[src/rtl/deq_pkg.sv]
`default_nettype none

package deq_pkg;

   // Widths of the request and response words.
   localparam int MODE_W   = 3;
   localparam int VALUE_W  = 32;
   localparam int STATUS_W = 2;
   localparam int FILL_W   = 5;

   // Request operations; the two remaining codes are treated as no operation.
   typedef enum logic [MODE_W-1:0] {
      MODE_PUSH_FRONT = 3'd0,
      MODE_PUSH_BACK  = 3'd1,
      MODE_POP_FRONT  = 3'd2,
      MODE_POP_BACK   = 3'd3,
      MODE_PEEK_FRONT = 3'd4,
      MODE_PEEK_BACK  = 3'd5
   } mode_type;

   // Response status codes.
   typedef enum logic [STATUS_W-1:0] {
      STATUS_OK    = 2'd0,
      STATUS_EMPTY = 2'd1,
      STATUS_FULL  = 2'd2
   } status_type;

   // Controller states.
   typedef enum logic {
      ST_IDLE = 1'b0,
      ST_READ = 1'b1
   } ctrl_state_type;

endpackage

`default_nettype wire

[src/rtl/deq_req_if.sv]
`default_nettype none

// Request channel: one word holds an operation and a data word to push.
interface deq_req_if;
   logic                          valid;
   logic                          ready;
   logic [deq_pkg::MODE_W-1:0]    mode;
   logic [deq_pkg::VALUE_W-1:0]   push_value;

   modport source (output valid, output mode, output push_value, input ready);
   modport sink   (input valid, input mode, input push_value, output ready);
endinterface

`default_nettype wire

[src/rtl/deq_rsp_if.sv]
`default_nettype none

// Response channel: one word per request.
interface deq_rsp_if;
   logic                          valid;
   logic                          ready;
   logic [deq_pkg::VALUE_W-1:0]   read_value;
   logic [deq_pkg::STATUS_W-1:0]  status;
   logic                          is_empty;
   logic [deq_pkg::FILL_W-1:0]    fill_count;

   modport source (output valid, output read_value, output status, output is_empty,
                   output fill_count, input ready);
   modport sink   (input valid, input read_value, input status, input is_empty,
                   input fill_count, output ready);
endinterface

`default_nettype wire

[src/rtl/deq_store.sv]
`default_nettype none

// Ring store: one write port and one read port with registered read data.
module deq_store #(
   parameter int DEPTH      = 16,
   parameter int DATA_WIDTH = 32
) (
   input  wire                          clock,
   input  wire                          wr_en,
   input  wire [$clog2(DEPTH)-1:0]      wr_addr,
   input  wire [DATA_WIDTH-1:0]         wr_data,
   input  wire                          rd_en,
   input  wire [$clog2(DEPTH)-1:0]      rd_addr,
   output logic [DATA_WIDTH-1:0]        rd_data
);

   logic [DATA_WIDTH-1:0] store_ff [DEPTH];
   logic [DATA_WIDTH-1:0] rd_data_ff;

   // Write port.
   always_ff @(posedge clock) begin
      if (wr_en) begin
         store_ff[wr_addr] <= wr_data;
      end
   end

   // Read port; the data is registered and available in the cycle after the address.
   always_ff @(posedge clock) begin
      if (rd_en) begin
         rd_data_ff <= store_ff[rd_addr];
      end
   end

   assign rd_data = rd_data_ff;

endmodule

`default_nettype wire

[src/rtl/deq_ctrl.sv]
`default_nettype none

// Queue controller: front pointer, entry count, store addressing and the
// response register.
module deq_ctrl #(
   parameter int DEPTH      = 16,
   parameter int DATA_WIDTH = 32
) (
   input  wire                          clock,
   input  wire                          reset,
   deq_req_if.sink                      req_bus,
   deq_rsp_if.source                    rsp_bus,
   output logic                         wr_en,
   output logic [$clog2(DEPTH)-1:0]     wr_addr,
   output logic [DATA_WIDTH-1:0]        wr_data,
   output logic                         rd_en,
   output logic [$clog2(DEPTH)-1:0]     rd_addr,
   input  wire  [DATA_WIDTH-1:0]        rd_data
);

   localparam int AW    = $clog2(DEPTH);
   localparam int CW    = $clog2(DEPTH + 1);
   localparam int SUM_W = CW + 1;
   localparam logic [AW-1:0]    LAST_POS = AW'(DEPTH - 1);
   localparam logic [CW-1:0]    FULL_CNT = CW'(DEPTH);
   localparam logic [SUM_W-1:0] DEPTH_S  = SUM_W'(DEPTH);

   deq_pkg::ctrl_state_type state_ff, state_in;
   logic [AW-1:0]                  front_ff, front_in;
   logic [CW-1:0]                  count_ff, count_in;
   logic                           rsp_valid_ff, rsp_valid_in;
   logic [deq_pkg::VALUE_W-1:0]    rsp_value_ff, rsp_value_in;
   logic [deq_pkg::STATUS_W-1:0]   rsp_status_ff, rsp_status_in;
   logic                           rsp_empty_ff, rsp_empty_in;
   logic [deq_pkg::FILL_W-1:0]     rsp_fill_ff, rsp_fill_in;

   logic              accept;
   logic              is_full;
   logic              is_none;
   logic [AW-1:0]     front_dec;
   logic [AW-1:0]     front_inc;
   logic [SUM_W-1:0]  tail_sum;
   logic [AW-1:0]     tail_pos;
   logic [AW-1:0]     back_pos;

   // A new request is taken when idle and the response slot is free or draining.
   assign req_bus.ready = (state_ff == deq_pkg::ST_IDLE) && (!rsp_valid_ff || rsp_bus.ready);
   assign accept        = req_bus.valid && req_bus.ready;

   assign is_full = (count_ff == FULL_CNT);
   assign is_none = (count_ff == '0);

   // Ring positions around the front pointer, wrapped modulo the depth.
   assign front_dec = (front_ff == '0) ? LAST_POS : front_ff - AW'(1);
   assign front_inc = (front_ff == LAST_POS) ? '0 : front_ff + AW'(1);
   assign tail_sum  = SUM_W'(front_ff) + SUM_W'(count_ff);
   assign tail_pos  = (tail_sum >= DEPTH_S) ? AW'(tail_sum - DEPTH_S) : AW'(tail_sum);
   assign back_pos  = (tail_pos == '0) ? LAST_POS : tail_pos - AW'(1);

   assign wr_data = DATA_WIDTH'(req_bus.push_value);

   // Next state, pointer updates, store accesses and the response word.
   always_comb begin
      state_in      = state_ff;
      front_in      = front_ff;
      count_in      = count_ff;
      rsp_valid_in  = rsp_valid_ff && !rsp_bus.ready;
      rsp_value_in  = rsp_value_ff;
      rsp_status_in = rsp_status_ff;
      rsp_empty_in  = rsp_empty_ff;
      rsp_fill_in   = rsp_fill_ff;
      wr_en         = 1'b0;
      wr_addr       = front_ff;
      rd_en         = 1'b0;
      rd_addr       = front_ff;

      case (state_ff)
         deq_pkg::ST_IDLE: begin
            if (accept) begin
               rsp_value_in  = '0;
               rsp_status_in = deq_pkg::STATUS_OK;
               rsp_valid_in  = 1'b1;
               case (req_bus.mode)
                  deq_pkg::MODE_PUSH_FRONT: begin
                     if (is_full) begin
                        rsp_status_in = deq_pkg::STATUS_FULL;
                     end else begin
                        wr_en    = 1'b1;
                        wr_addr  = front_dec;
                        front_in = front_dec;
                        count_in = count_ff + CW'(1);
                     end
                  end
                  deq_pkg::MODE_PUSH_BACK: begin
                     if (is_full) begin
                        rsp_status_in = deq_pkg::STATUS_FULL;
                     end else begin
                        wr_en    = 1'b1;
                        wr_addr  = tail_pos;
                        count_in = count_ff + CW'(1);
                     end
                  end
                  deq_pkg::MODE_POP_FRONT,
                  deq_pkg::MODE_PEEK_FRONT: begin
                     if (is_none) begin
                        rsp_status_in = deq_pkg::STATUS_EMPTY;
                     end else begin
                        rd_en        = 1'b1;
                        rd_addr      = front_ff;
                        rsp_valid_in = 1'b0;
                        state_in     = deq_pkg::ST_READ;
                        if (req_bus.mode == deq_pkg::MODE_POP_FRONT) begin
                           front_in = front_inc;
                           count_in = count_ff - CW'(1);
                        end
                     end
                  end
                  deq_pkg::MODE_POP_BACK,
                  deq_pkg::MODE_PEEK_BACK: begin
                     if (is_none) begin
                        rsp_status_in = deq_pkg::STATUS_EMPTY;
                     end else begin
                        rd_en        = 1'b1;
                        rd_addr      = back_pos;
                        rsp_valid_in = 1'b0;
                        state_in     = deq_pkg::ST_READ;
                        if (req_bus.mode == deq_pkg::MODE_POP_BACK) begin
                           count_in = count_ff - CW'(1);
                        end
                     end
                  end
                  default: begin
                     rsp_status_in = deq_pkg::STATUS_OK;
                  end
               endcase
               rsp_empty_in = (count_in == '0);
               rsp_fill_in  = deq_pkg::FILL_W'(count_in);
            end
         end
         deq_pkg::ST_READ: begin
            // The store word arrives now; complete the response.
            rsp_value_in = deq_pkg::VALUE_W'(rd_data);
            rsp_valid_in = 1'b1;
            state_in     = deq_pkg::ST_IDLE;
         end
         default: begin
            state_in = deq_pkg::ST_IDLE;
         end
      endcase
   end

   // Control registers.
   always_ff @(posedge clock) begin
      if (reset) begin
         state_ff     <= deq_pkg::ST_IDLE;
         front_ff     <= '0;
         count_ff     <= '0;
         rsp_valid_ff <= 1'b0;
      end else begin
         state_ff     <= state_in;
         front_ff     <= front_in;
         count_ff     <= count_in;
         rsp_valid_ff <= rsp_valid_in;
      end
   end

   // Response payload registers.
   always_ff @(posedge clock) begin
      rsp_value_ff  <= rsp_value_in;
      rsp_status_ff <= rsp_status_in;
      rsp_empty_ff  <= rsp_empty_in;
      rsp_fill_ff   <= rsp_fill_in;
   end

   assign rsp_bus.valid      = rsp_valid_ff;
   assign rsp_bus.read_value = rsp_value_ff;
   assign rsp_bus.status     = rsp_status_ff;
   assign rsp_bus.is_empty   = rsp_empty_ff;
   assign rsp_bus.fill_count = rsp_fill_ff;

endmodule

`default_nettype wire

[src/rtl/double_ended_queue_unit.sv]
// A push, a no-op or a rejected request has its response registered in the cycle after
// acceptance; a pop or peek registers the store read, then the response word from it.
// Throughput: one push per cycle while responses are taken; pops and peeks stall input.
// Reset (synchronous) clears the front pointer, the count and the response slot;
// the store contents are not cleared, and no clearing pass is run.
`default_nettype none

module double_ended_queue_unit #(
   parameter int DEPTH      = 16,
   parameter int DATA_WIDTH = 32
) (
   input  wire          clock,
   input  wire          reset,
   deq_req_if.sink      req_bus,
   deq_rsp_if.source    rsp_bus
);

   localparam int AW = $clog2(DEPTH);

   logic                  wr_en;
   logic [AW-1:0]         wr_addr;
   logic [DATA_WIDTH-1:0] wr_data;
   logic                  rd_en;
   logic [AW-1:0]         rd_addr;
   logic [DATA_WIDTH-1:0] rd_data;

   // Pointer and response control.
   deq_ctrl #(
      .DEPTH      (DEPTH),
      .DATA_WIDTH (DATA_WIDTH)
   ) u_ctrl (
      .clock   (clock),
      .reset   (reset),
      .req_bus (req_bus),
      .rsp_bus (rsp_bus),
      .wr_en   (wr_en),
      .wr_addr (wr_addr),
      .wr_data (wr_data),
      .rd_en   (rd_en),
      .rd_addr (rd_addr),
      .rd_data (rd_data)
   );

   // Ring store holding the queued words.
   deq_store #(
      .DEPTH      (DEPTH),
      .DATA_WIDTH (DATA_WIDTH)
   ) u_store (
      .clock   (clock),
      .wr_en   (wr_en),
      .wr_addr (wr_addr),
      .wr_data (wr_data),
      .rd_en   (rd_en),
      .rd_addr (rd_addr),
      .rd_data (rd_data)
   );

endmodule

`default_nettype wire
[src/flat_wrapper.sv]
// flat-port wrapper written by rule: the top's interface ports become plain ports
module double_ended_queue_unit_flat 
#(
   parameter int DEPTH      = 16,
   parameter int DATA_WIDTH = 32
)
  (clock, reset, req_bus_valid, req_bus_mode, req_bus_push_value, req_bus_ready, rsp_bus_valid, rsp_bus_read_value, rsp_bus_status, rsp_bus_is_empty, rsp_bus_fill_count, rsp_bus_ready);
  deq_req_if req_bus_i ();
  deq_rsp_if rsp_bus_i ();
  input  wire clock;
  input  wire reset;
  input wire logic [$bits(req_bus_i.valid)-1:0] req_bus_valid;
  input wire logic [$bits(req_bus_i.mode)-1:0] req_bus_mode;
  input wire logic [$bits(req_bus_i.push_value)-1:0] req_bus_push_value;
  output wire logic [$bits(req_bus_i.ready)-1:0] req_bus_ready;
  output wire logic [$bits(rsp_bus_i.valid)-1:0] rsp_bus_valid;
  output wire logic [$bits(rsp_bus_i.read_value)-1:0] rsp_bus_read_value;
  output wire logic [$bits(rsp_bus_i.status)-1:0] rsp_bus_status;
  output wire logic [$bits(rsp_bus_i.is_empty)-1:0] rsp_bus_is_empty;
  output wire logic [$bits(rsp_bus_i.fill_count)-1:0] rsp_bus_fill_count;
  input wire logic [$bits(rsp_bus_i.ready)-1:0] rsp_bus_ready;
  assign req_bus_i.valid = req_bus_valid;
  assign req_bus_i.mode = req_bus_mode;
  assign req_bus_i.push_value = req_bus_push_value;
  assign req_bus_ready = req_bus_i.ready;
  assign rsp_bus_valid = rsp_bus_i.valid;
  assign rsp_bus_read_value = rsp_bus_i.read_value;
  assign rsp_bus_status = rsp_bus_i.status;
  assign rsp_bus_is_empty = rsp_bus_i.is_empty;
  assign rsp_bus_fill_count = rsp_bus_i.fill_count;
  assign rsp_bus_i.ready = rsp_bus_ready;
  double_ended_queue_unit #(.DEPTH(DEPTH), .DATA_WIDTH(DATA_WIDTH)) u_core (.clock(clock), .reset(reset), .req_bus(req_bus_i), .rsp_bus(rsp_bus_i));
endmodule
[config.mk]
export PLATFORM = sky130hd
export DESIGN_NAME = double_ended_queue_unit_flat
export DESIGN_NICKNAME = d
export VERILOG_FILES = /design/src/rtl/deq_pkg.sv /design/src/rtl/deq_req_if.sv /design/src/rtl/deq_rsp_if.sv /design/src/rtl/deq_store.sv /design/src/rtl/deq_ctrl.sv /design/src/rtl/double_ended_queue_unit.sv /design/src/flat_wrapper.sv
export SDC_FILE = /design/constraint.sdc
export NUM_CORES = 1
export LEC_CHECK = 0
export BUFFER_PORTS_ARGS = -buffer_cell sky130_fd_sc_hd__buf_2
export CAP_MARGIN = 0
export CORE_UTILIZATION = 23
export DETAILED_ROUTE_END_ITERATION = 16
export SYNTH_ARGS = -nofsm -noshare
export SYNTH_HDL_FRONTEND = slang
export SYNTH_HIERARCHICAL = 1
export SYNTH_SLANG_ARGS = --single-unit
export TNS_END_PERCENT = 5
[constraint.sdc]
create_clock -name clock -period 16.2 [get_ports clock]
set_input_delay 0 -clock clock [delete_from_list [all_inputs] [get_ports clock]]
set_output_delay 0 -clock clock [all_outputs]
set_load 0.01 [all_outputs]
==> reports/qor.csv, run 1 <==
stage,metric,value,unit
floorplanning,rows,116,
critical_path,worstPathRequired,16.58,ns
final_layout,nFillCells,9913,
synthesis,synth_top_family_by_area,multiplexers,
critical_path,endpoint_kind,register,
timing,slew_headroom,35.7,%
critical_path,critPathMaxStageDelay,0.88,ns
final_layout,syn_to_final_growth,17.4,%
route,wl_per_cell,20.9,µm
synthesis,yosysTopAreaCell,edfxtp_1,
global_routing,grt_pass1_vias,11600,
place,io_buffers,80,
clock_network,numCtsBuffers,57,
route,num_vias,11400,
min_path,hold-path-cell-count,3,
synthesis,synth_nets,1185,
clock_network,h-tree-depth,2,
timing,slew_violations,0,
critical_path,reg2reg_slack,11.11,ns
synthesis,synth_top_area_share,75.5,%
final_layout,drive_gt1_share,26.8,%
critical_path,cpMaxStageDelayCell,buf_4,
route,firstDrtPassIters,5,
synthesis,synth_mux_area_share,12.7,%
power,peakVddDrop,0.0833,mV
synthesis,ys_types,65,
synthesis,synth_most_common_cell,edfxtp_1,
critical_path,critPathCapture,u_core/u_store/rd_data[17],
floorplanning,start_util,23.2,%
synthesis,synth_top_flop_cell,edfxtp_1,
clock_network,insertion_delay,0.63,ns
flow_run,cap_violations,0,
synthesis,yosysWarnings,6,
timing,clock.fmax,197,MHz
synthesis,synth_commonest_cells,"edfxtp_1, mux4_2, a22oi_1",
critical_path,worst-endpoint-arrival,5.47,ns
floorplanning,die_w,320,µm
timing,finalSetupTns,0,ns
critical_path,path_max_fanout,61,
critical_path,cp-start-kind,register,
place,place_congestion,0.737,
timing,timing.final.crit_share,31.4,%
synthesis,avgSynthCellArea,20.4,µm²
timing,hold_viol,0,
route,vias_per_cell,4.39,
global_routing,grt_usage,10.5,%
critical_path,r2r_start,u_core/u_ctrl/count_ff[0],
synthesis,synth-seq-cells,595,
critical_path,cp_num_buf_inv,3,
critical_path,critPathKind,register to register,
clock_network,clk_pin_slew,0.06,ns
clock_network,ctsResizeCount,0,
min_path,hp-class,input pin to register,
synthesis,synth-edff-count,584,
clock_network,cts-root-buf,clkbuf_16,
critical_path,rr_endpoint,u_core/u_store/rd_data[17],
global_routing,grt_pass1_wl,79300,µm
critical_path,cp-startpoint,u_core/u_ctrl/count_ff[0],
synthesis,synth_area_leaders,"edfxtp_1, mux4_2, a22oi_1",
floorplanning,die_height,320,µm
critical_path,reg2reg_depth,10,
power,p_leak,8.39,nW
route,drc,0,
critical_path,cpMostUsedCell,buf_4,
timing,period_minus_slack,5.09,ns
global_routing,grt-ovfl-total,0,
synthesis,synth_compound_area_share,3.64,%
synthesis,synthXorXnorAreaFrac,0.399,%
clock_network,cts_tree,built,
synthesis,synth-simple-area-share,3.78,%
synthesis,synthArstFlopShare,0,%
timing,fin_skew,0.0475,ns
route,drt_iter0_drc,1117,
place,hpwlAfterDp,28000,µm
synthesis,synthesis.area,23200,µm²
clock_network,cts.sinks,595,
outcome,outcome,finished clean,
route,drt_wl_total,54300,µm
critical_path,cp.depth,10,
synthesis,synth_seq_area_share,76.4,%
synthesis,syn_inst,1137,
place,placed_area,25100,µm²
timing,rsz0062_at_grt,no,
timing,worstMarginPinSlew,0.954,ns
final_layout,final_area,27300,µm²
global_routing,grt_start_max_net_pins,62,
timing,setup_viol,0,
route,drt.antenna.violating_nets,0,
floorplanning,ioPinCount,81,
clock_network,cts-root-to-sink-buffers,3,
final_layout,final_net_count,1295,
floorplanning,coreArea,100000,µm²
floorplanning,die-area,102000,µm²
global_routing,grt_antenna_before_repair,11,
synthesis,yosys.area_share.adder,0.517,%
power,cellPowerDensity,122,nW/µm²
critical_path,cp_top_family,buffers and inverters,
critical_path,crit_chain,"inv_1, ha_1, or4b_1, nand4_1, o21ai_4, buf_4, buf_4, mux4_2, a22oi_1, nand2_1",
## through the flow
step	cells	total power [mW]	util [%]	hold slack, ns	worst slack [ns]
5_1_grt	2593	3.46	27.2	0.0695	10.76
2_1_floorplan	1137	1.99	-	0.105	11.12
3_3_place_gp	2449	2.07	25.1	0.268	11.19
4_1_cts	2591	3.38	27.2	0.0244	11.13
3_5_place_dp	2449	2.07	25.1	0.278	11.10
6_report	2593	3.33	27.2	0.0573	11.11
## report_power, final
group | internal (mW) | leakage [nW] | switching, mW | total (mW)
logic | 0.128 | 2.11 | 0.175 | 0.302
registers | 1.73 | 5.39 | 0.0147 | 1.74
clock network | 0.721 | 0.879 | 0.566 | 1.29
total | 2.58 | 8.39 | 0.756 | 3.33
## registers in the layout, summed over array words and instances (netlist names)
name,flops
u_core/u_ctrl/rsp_bus.is_empty,1
u_core/u_store/store_ff,512
u_core/u_ctrl/state_ff,1
u_core/u_ctrl/rsp_bus.status,2
u_core/u_ctrl/rsp_bus.fill_count,5
u_core/u_ctrl/rsp_bus.valid,1
u_core/u_store/rd_data,32
u_core/u_ctrl/count_ff,5
u_core/u_ctrl/front_ff,4
u_core/u_ctrl/rsp_bus.read_value,32
## tightest hold or removal path, delay by kind of cell
family	cells	cell delay (ns)
buf+inv	1	0.20
compound gates	2	0.26
## per-layer routing
metal	GRT usage (%)	vias up	routed length, µm
met3	2.18	90	3550
li1	-	4861	-
met5	0	-	76
met2	16.9	350	25800
met1	14.3	6069	23800
met4	2.80	12	1110
## cell families after synthesis
logic type / after synthesis
flip-flops: 595
AND/OR/NAND/NOR: 167
multiplexers: 135
AO/OA/AOI/OAI: 117
buffers and inverters: 105
XOR/XNOR: 9
adder cells (fa/ha/maj): 9
## what timing repair did
item                                   CTS  global route
hold buffers                            37             0
endpoints found under the hold margin  524             0
buffers inserted                         0             0
## cells in the final DEF, fill, tap and decap left out, drive strengths merged, types with 14 or more instances in the layout
cell,synthesis,routed
edfxtp,584,584
clkinv,1,29
and2,36,36
nor2,30,30
a22oi,64,64
dlygate4sd3,0,37
buf,68,107
clkbuf,25,69
mux4,128,128
o21ai,14,14
nand2,51,51
## worst min-delay path by stage
| stage | start | end | slack, ns |
|---|---|---|---|
| 2_1_floorplan | reset | u_core/u_ctrl/front_ff[3] | 0.11 |
| 3_3_place_gp | req_bus_valid | u_core/u_ctrl/rsp_bus.valid | 0.27 |
| 6_report | req_bus_mode[2] | u_core/u_ctrl/rsp_bus.fill_count[4] | 0.06 |
| 5_1_grt | req_bus_mode[2] | u_core/u_ctrl/rsp_bus.fill_count[4] | 0.07 |
| 3_5_place_dp | req_bus_valid | u_core/u_ctrl/rsp_bus.valid | 0.28 |
| 4_1_cts | req_bus_mode[2] | u_core/u_ctrl/rsp_bus.fill_count[4] | 0.02 |
## cell type report
class / count / area (µm²) / area share, %
clock inverters: 36 / 314 / 1.15
inverters: 12 / 45.0 / 0.165
diodes: 2 / 5.00 / 0.0184
well taps: 1298 / 1620 / 5.95
multi-input cells: 437 / 5060 / 18.6
clock buffers: 69 / 1490 / 5.47
repair buffers: 144 / 973 / 3.57
flip-flops and latches: 595 / 17800 / 65.1
Note: power is estimated with default switching activity, not from simulation.
==> run 2: changes to the inputs <==
clock period = 4.8 ns   (was 16.2 ns; I/O delays follow)
==> run 2 against run 1 <==
Net effect: flip-flop and latch count unchanged; global-route usage is 0.10 points lower; cell count increased by 0.54%; maximum frequency grew 21%; register-to-register slack got worse by 11 ns; worst hold slack better by 0.028 ns; via count shrank 0.24%; first-iteration DRC count fell by 7.3%; sequential share of layout area decreased by 0.66 points; critical endpoint is now u_core/u_store/store_ff[9][26]; largest power group unchanged.
==> reports/qor.csv, run 2 (same netlist as run 1, synthesis figures left out) <==
stage,metric,value,unit
timing,hold_viol,0,
clock_network,ctsResizeCount,0,
power,p_sw_share,22.8,%
floorplanning,die_height,320,µm
final_layout,drive_gt1_share,27.8,%
critical_path,r2r_start,u_core/u_ctrl/count_ff[0],
power,internal_power,8.79,mW
clock_network,cts-root-to-sink-buffers,3,
timing,fin_skew,0.0578,ns
final_layout,final_cell_mix,"edfxtp_1, mux4_2, buf_2",
timing,period_minus_slack,4.22,ns
global_routing,grt_start_max_net_pins,47,
floorplanning,start_util,23.2,%
flow_run,cap_violations,0,
final_layout,layoutNonFillerInstCount,2607,
floorplanning,die_w,320,µm
place,io_buffers,80,
global_routing,grt_antenna_before_repair,4,
critical_path,worst-endpoint-arrival,4.52,ns
global_routing,grt_pass1_wl,79600,µm
power,share_comb_of_total_power,9.3,%
final_layout,final_net_count,1311,
global_routing,grt-ovfl-total,0,
route,vias_per_cell,4.36,
floorplanning,ioPinCount,81,
clock_network,insertion_delay,0.64,ns
clock_network,h-tree-depth,2,
route,wl_per_cell,20.5,µm
place,hpwlAfterDp,31600,µm
timing,slew_headroom,15.2,%
floorplanning,rows,116,
power,pwr-share-clk,39.0,%
clock_network,postCtsSetupRepairBufs,0,
timing,timing.final.crit_share,87.9,%
route,drc,0,
clock_network,cts.sinks,595,
route,drt.antenna.violating_nets,0,
min_path,hold_start,rsp_bus_ready,
power,peakVddDrop,0.268,mV
global_routing,grt_usage,10.4,%
critical_path,worstPathRequired,5.10,ns
power,switchingPower,2.60,mW
critical_path,reg2reg_slack,0.58,ns
critical_path,critPathKind,register to register,
timing,worstMarginPinSlew,1.26,ns
final_layout,regMostFlops,u_core/u_store/store_ff,
critical_path,cp-start-kind,register,
clock_network,numCtsBuffers,57,
place,dpl.cell_count,2464,
critical_path,path_max_fanout,21,
place,detailedPlace.worstSlack,0.617,ns
final_layout,largest_reg_flops,512,
power,power_frac_seq,51.7,%
critical_path,endpoint_kind,register,
timing,rsz0062_at_grt,no,
clock_network,cts_tree,built,
min_path,hold-path-cell-count,5,
clock_network,clk_pin_slew,0.06,ns
clock_network,cts-root-buf,clkbuf_16,
global_routing,grt_pass1_vias,11900,
final_layout,layout_commonest_cell,edfxtp_1,
route,firstDrtPassIters,5,
final_layout,syn_to_final_growth,18.6,%
min_path,hp-class,input pin to register,
timing,slew_violations,0,
critical_path,rr_endpoint,u_core/u_store/store_ff[9][26],
place,place_congestion,0.746,
power,cellPowerDensity,413,nW/µm²
power,p_leak,8.52,nW
route,num_vias,11400,
floorplanning,die-area,102000,µm²
min_path,hold_path_end,u_core/u_ctrl/count_ff[3],
timing,clock.fmax,237,MHz
route,drt_iter0_drc,1036,
outcome,outcome,finished clean,
timing,setup_viol,0,
critical_path,reg2reg_depth,8,
route,drt_wl_total,53500,µm
timing,worst_slack,0.580,ns
floorplanning,coreArea,100000,µm²
==> run 2: cell types whose count changed in the layout (fill, tap and decap cells not counted), moves of 2 or more <==
cell        delta
clkinvlp_4     -2
clkbuf_1       -6
clkinv_1       +4
bufinv_16      +2
buf_12         +7
clkinv_16      +2
buf_4          +8
==> run 2: what timing repair did <==
action | CTS | global route
endpoints found under the setup margin | 0 | 0
hold endpoints to repair | 525 | 0
hold buffers | 38 | 0
==> run 2: layout make-up <==
class / instances / area (µm²)
Antenna cell: 1 / 2.50
Clock buffer: 62 / 1450
Clock inverter: 42 / 425
Fill cell: 9852 / 72600
Inverter: 12 / 45.0
Multi-Input combinational cell: 437 / 5070
Sequential cell: 595 / 17800
Tap cell: 1298 / 1620
Timing Repair Buffer: 160 / 1180
==> run 2: per-layer routing <==
layer  GRT usage [%]  part of all wire (%)  vias up
met2            17.2                    49      363
met4            2.25                   1.6        4
li1                -                     -     4894
met5               0                 0.049        -
met1            14.3                    44     6023
met3            1.63                   5.5       71
==> run 2: power groups by stage <==
stage / logic [mW] / clock network [mW] / registers (mW)
2_1_floorplan: 0.714 / 0 / 5.99
3_3_place_gp: 1.03 / 0 / 6.00
3_5_place_dp: 1.04 / 0 / 6.00
4_1_cts: 1.08 / 4.55 / 5.89
5_1_grt: 1.15 / 4.75 / 5.89
6_report: 1.06 / 4.45 / 5.89
==> run 2: per-stage QoR <==
| step | utilization [%] | instance area (µm²) | hold slack [ns] | TNS (ns) | power [mW] |
|---|---|---|---|---|---|
| after floorplan | - | 23200 | 0.105 | -0.0509 | 6.70 |
| after global placement | 25.3 | 25300 | 0.260 | 0 | 7.03 |
| after detailed placement | 25.3 | 25300 | 0.272 | 0 | 7.04 |
| after CTS | 27.5 | 27500 | 0.0296 | 0 | 11.5 |
| after global routing | 27.5 | 27500 | 0.0855 | 0 | 11.8 |
| final | 27.5 | 27600 | 0.0853 | 0 | 11.4 |
==> run 2: how the worst max path moves through the flow <==
stage | startpoint | to | slack (ns)
after global routing | u_core/u_ctrl/count_ff[0] | u_core/u_store/store_ff[9][26] | 0.27
after CTS | u_core/u_ctrl/count_ff[0] | u_core/u_store/store_ff[9][26] | 0.62
after floorplan | u_core/u_ctrl/count_ff[0] | u_core/u_store/store_ff[8][0] | -0.002
final | u_core/u_ctrl/count_ff[0] | u_core/u_store/store_ff[9][26] | 0.58
after global placement | u_core/u_ctrl/count_ff[0] | u_core/u_store/store_ff[3][27] | 0.76
after detailed placement | u_core/u_ctrl/count_ff[0] | u_core/u_store/store_ff[9][27] | 0.62
==> run 2: critical path: stages (launching register included) <==
cell and delay [ns]:
dfxtp_1 0.39, inv_1 0.16, ha_1 0.27, and4bb_1 0.47, nor3_2 0.19, o21ai_0 1.00, nand2b_1 0.51, nor2_4 0.58
buf_12 0.29
==> run 3: changes to the inputs <==
SYNTH_HIERARCHICAL = unset   (was 1)
==> run 3 against run 2 <==
Net effect: total power grew 9.4%; final area grew 16%; clock skew shrank 0.0090 ns; area after synthesis grew 17%; critical path depth grew 2; synthesized cell count grew 20%; wire length grew 40%; critical endpoint is now u_core.u_store.store_ff[6][1]; highest routed layer unchanged; sequential share of layout area shrank 8.9 points.
==> reports/qor.csv, run 3 <==
stage,metric,value,unit
clock_network,cts.hold.buffers_added,37,
min_path,hold-path-cell-count,4,
route,num_vias,14900,
timing,slew_headroom,31.5,%
global_routing,grt_pass1_vias,15600,
critical_path,r2r_start,u_core.u_ctrl.count_ff[0],
min_path,hold_start,rsp_bus_ready,
critical_path,endpoint_kind,register,
timing,rsz0062_at_grt,no,
clock_network,clk_pin_slew,0.06,ns
clock_network,h-tree-depth,2,
floorplanning,ioPinCount,81,
synthesis,ys_types,59,
global_routing,grt_pass1_wl,109000,µm
route,wl_per_cell,24.5,µm
final_layout,final_cell_mix,"edfxtp_1, mux4_2, buf_2",
route,vias_per_cell,4.86,
critical_path,crit_chain,"inv_1, ha_1, nor4bb_1, buf_4, or3_1, a21oi_2, nor3b_1, o21ai_1, nor2_4, buf_12",
min_path,hp-class,input pin to register,
synthesis,syn_inst,1367,
final_layout,largest_reg_flops,512,
power,cellPowerDensity,390,nW/µm²
synthesis,synth_top_area_share,64.4,%
clock_network,cts_tree,built,
final_layout,final_net_count,1541,
synthesis,synthArstFlopShare,0,%
timing,slew_violations,0,
route,drt_wl_total,74900,µm
synthesis,synth_most_common_cell,edfxtp_1,
final_layout,layout_commonest_cell,edfxtp_1,
min_path,hold_path_end,u_core.u_ctrl.count_ff[1],
synthesis,avgSynthCellArea,19.9,µm²
final_layout,final_core_util,27.4,%
clock_network,insertion_delay,0.65,ns
critical_path,worst-endpoint-arrival,3.99,ns
synthesis,yosysWarnings,0,
critical_path,reg2reg_slack,1.11,ns
synthesis,synth-seq-cells,595,
floorplanning,rows,125,
flow_run,cap_violations,0,
global_routing,grt_usage,12.3,%
clock_network,cts-root-buf,clkbuf_16,
final_layout,layoutNonFillerInstCount,3063,
clock_network,cts-root-to-sink-buffers,3,
place,place_congestion,0.768,
global_routing,grt_antenna_before_repair,6,
critical_path,rr_endpoint,u_core.u_store.store_ff[6][1],
final_layout,syn_to_final_growth,17.5,%
critical_path,worstPathRequired,5.10,ns
critical_path,cp_top_family,simple AND/OR/NAND/NOR gates,
synthesis,synth_seq_area_share,65.2,%
floorplanning,die_height,346,µm
synthesis,synthesis.area,27200,µm²
floorplanning,start_util,23.3,%
place,hpwlAfterDp,42400,µm
critical_path,cpMaxStageDelayCell,nor2_4,
floorplanning,coreArea,117000,µm²
critical_path,critPathMaxStageDelay,0.63,ns
critical_path,reg2reg_depth,10,
global_routing,grt_start_max_net_pins,100,
synthesis,synth_commonest_cells,"edfxtp_1, mux4_2, o21ai_0",
timing,clock.fmax,271,MHz
timing,finalSetupTns,0,ns
timing,whs,0.0814,ns
final_layout,drive_gt1_share,35.4,%
global_routing,grt-ovfl-total,0,
synthesis,synth_top_flop_cell,edfxtp_1,
clock_network,numCtsBuffers,60,
final_layout,nFillCells,11400,
synthesis,synth_nets,1416,
power,peakVddDrop,0.258,mV
timing,timing.final.crit_share,76.9,%
route,firstDrtPassIters,5,
critical_path,path_max_fanout,20,
timing,setup_viol,0,
floorplanning,die_w,346,µm
route,drt_iter0_drc,1690,
floorplanning,die-area,120000,µm²
critical_path,critPathKind,register to register,
timing,hold_viol,0,
route,drc,0,
timing,period_minus_slack,3.69,ns
timing,fin_skew,0.0489,ns
place,io_buffers,80,
timing,worstMarginPinSlew,1.03,ns
outcome,outcome,finished clean,
route,drt.antenna.violating_nets,0,
critical_path,cp-start-kind,register,
place,dpl.cell_count,2917,
synthesis,synth_area_leaders,"edfxtp_1, mux4_2, mux2i_1",
final_layout,antenna_cells,0,
synthesis,yosysTopAreaCell,edfxtp_1,
power,p_leak,9.62,nW
clock_network,ctsResizeCount,0,
power,power,12.5,mW
clock_network,cts.sinks,595,
clock_network,postCtsSetupRepairBufs,0,
critical_path,cp_num_buf_inv,3,
final_layout,regMostFlops,u_core.u_store.store_ff,
synthesis,synth-edff-count,584,
## run 3: cell count changes in the layout (fill, tap and decap cells not counted), sizes merged, moves of 8 or more
cell / delta
mux4: +160
a22oi: -64
o21ai: +61
a32oi: +32
mux2i: +32
clkbuf: +14
clkinv: -13
buf: +8
## run 3: cell type report
| cell class | count | area, µm² | share of cell area [%] |
|---|---|---|---|
| clock buffers | 76 | 1560 | 4.88 |
| repair buffers | 167 | 1350 | 4.21 |
| inverters | 14 | 52.6 | 0.164 |
| flip-flops and latches | 595 | 17800 | 55.5 |
| well taps | 1524 | 1910 | 5.96 |
| clock inverters | 33 | 323 | 1.01 |
| multi-input cells | 654 | 9040 | 28.2 |
## run 3: worst reg2reg max path: cells and delay by family, from the launching register on
kind | cells | cell delay [ns]
AOI/OAI and AO/OA | 2 | 0.51
buffers and inverters | 3 | 0.66
and+or+nand+nor | 4 | 1.42
DFF | 1 | 0.48
adders and majority gates | 1 | 0.31
## run 3: how the worst max path moves through the flow
| stage | from | to | slack, ns | cells after the start |
|---|---|---|---|---|
| after floorplan | u_core.u_ctrl.count_ff[1] | u_core.u_store.store_ff[15][0] | 1.03 | 9 |
| after global placement | u_core.u_ctrl.front_ff[0] | u_core.u_store.rd_data[5] | 1.20 | 10 |
| after detailed placement | u_core.u_ctrl.count_ff[0] | u_core.u_store.store_ff[6][12] | 1.09 | 10 |
| after CTS | u_core.u_ctrl.count_ff[0] | u_core.u_store.store_ff[6][4] | 1.09 | 10 |
| after global routing | u_core.u_ctrl.count_ff[0] | u_core.u_store.store_ff[6][1] | 0.90 | 10 |
| final | u_core.u_ctrl.count_ff[0] | u_core.u_store.store_ff[6][1] | 1.11 | 10 |
## run 3: where the power goes
| part | total, mW | switching, mW | internal [mW] |
|---|---|---|---|
| Sequential | 5.90 | 0.0752 | 5.83 |
| Combinational | 2.02 | 1.11 | 0.916 |
| Clock | 4.54 | 2.01 | 2.52 |
## run 3: logic make-up (layout without fill, tap and decap cells)
| group | count (synthesis) | count (layout) | share of synthesized area (%) |
|---|---|---|---|
| AOI/OAI and AO/OA | 153 | 153 | 3.69 |
| DFF | 595 | 595 | 65.2 |
| xor gates and xnor gates | 11 | 11 | 0.354 |
| muxes | 324 | 324 | 25.1 |
| and+or+nand+nor | 156 | 156 | 2.91 |
| buffers and inverters | 118 | 290 | 2.21 |
| adders and majority gates | 10 | 10 | 0.487 |
## run 3: through the flow
step           setup slack, ns  instance area [µm²]
2_1_floorplan             1.03                27200
3_3_place_gp              1.20                29700
3_5_place_dp              1.09                29700
4_1_cts                   1.09                32000
5_1_grt                  0.897                32000
6_report                  1.11                32000
## run 3: routing by layer
| metal | GRT usage (%) | wire [µm] | vias to the layer above |
|---|---|---|---|
| met5 | 0 | 53 | - |
| met4 | 3.11 | 1410 | 8 |
| met3 | 2.30 | 5650 | 93 |
| met2 | 20.1 | 36100 | 656 |
| met1 | 16.9 | 31700 | 8027 |
| li1 | - | - | 6111 |
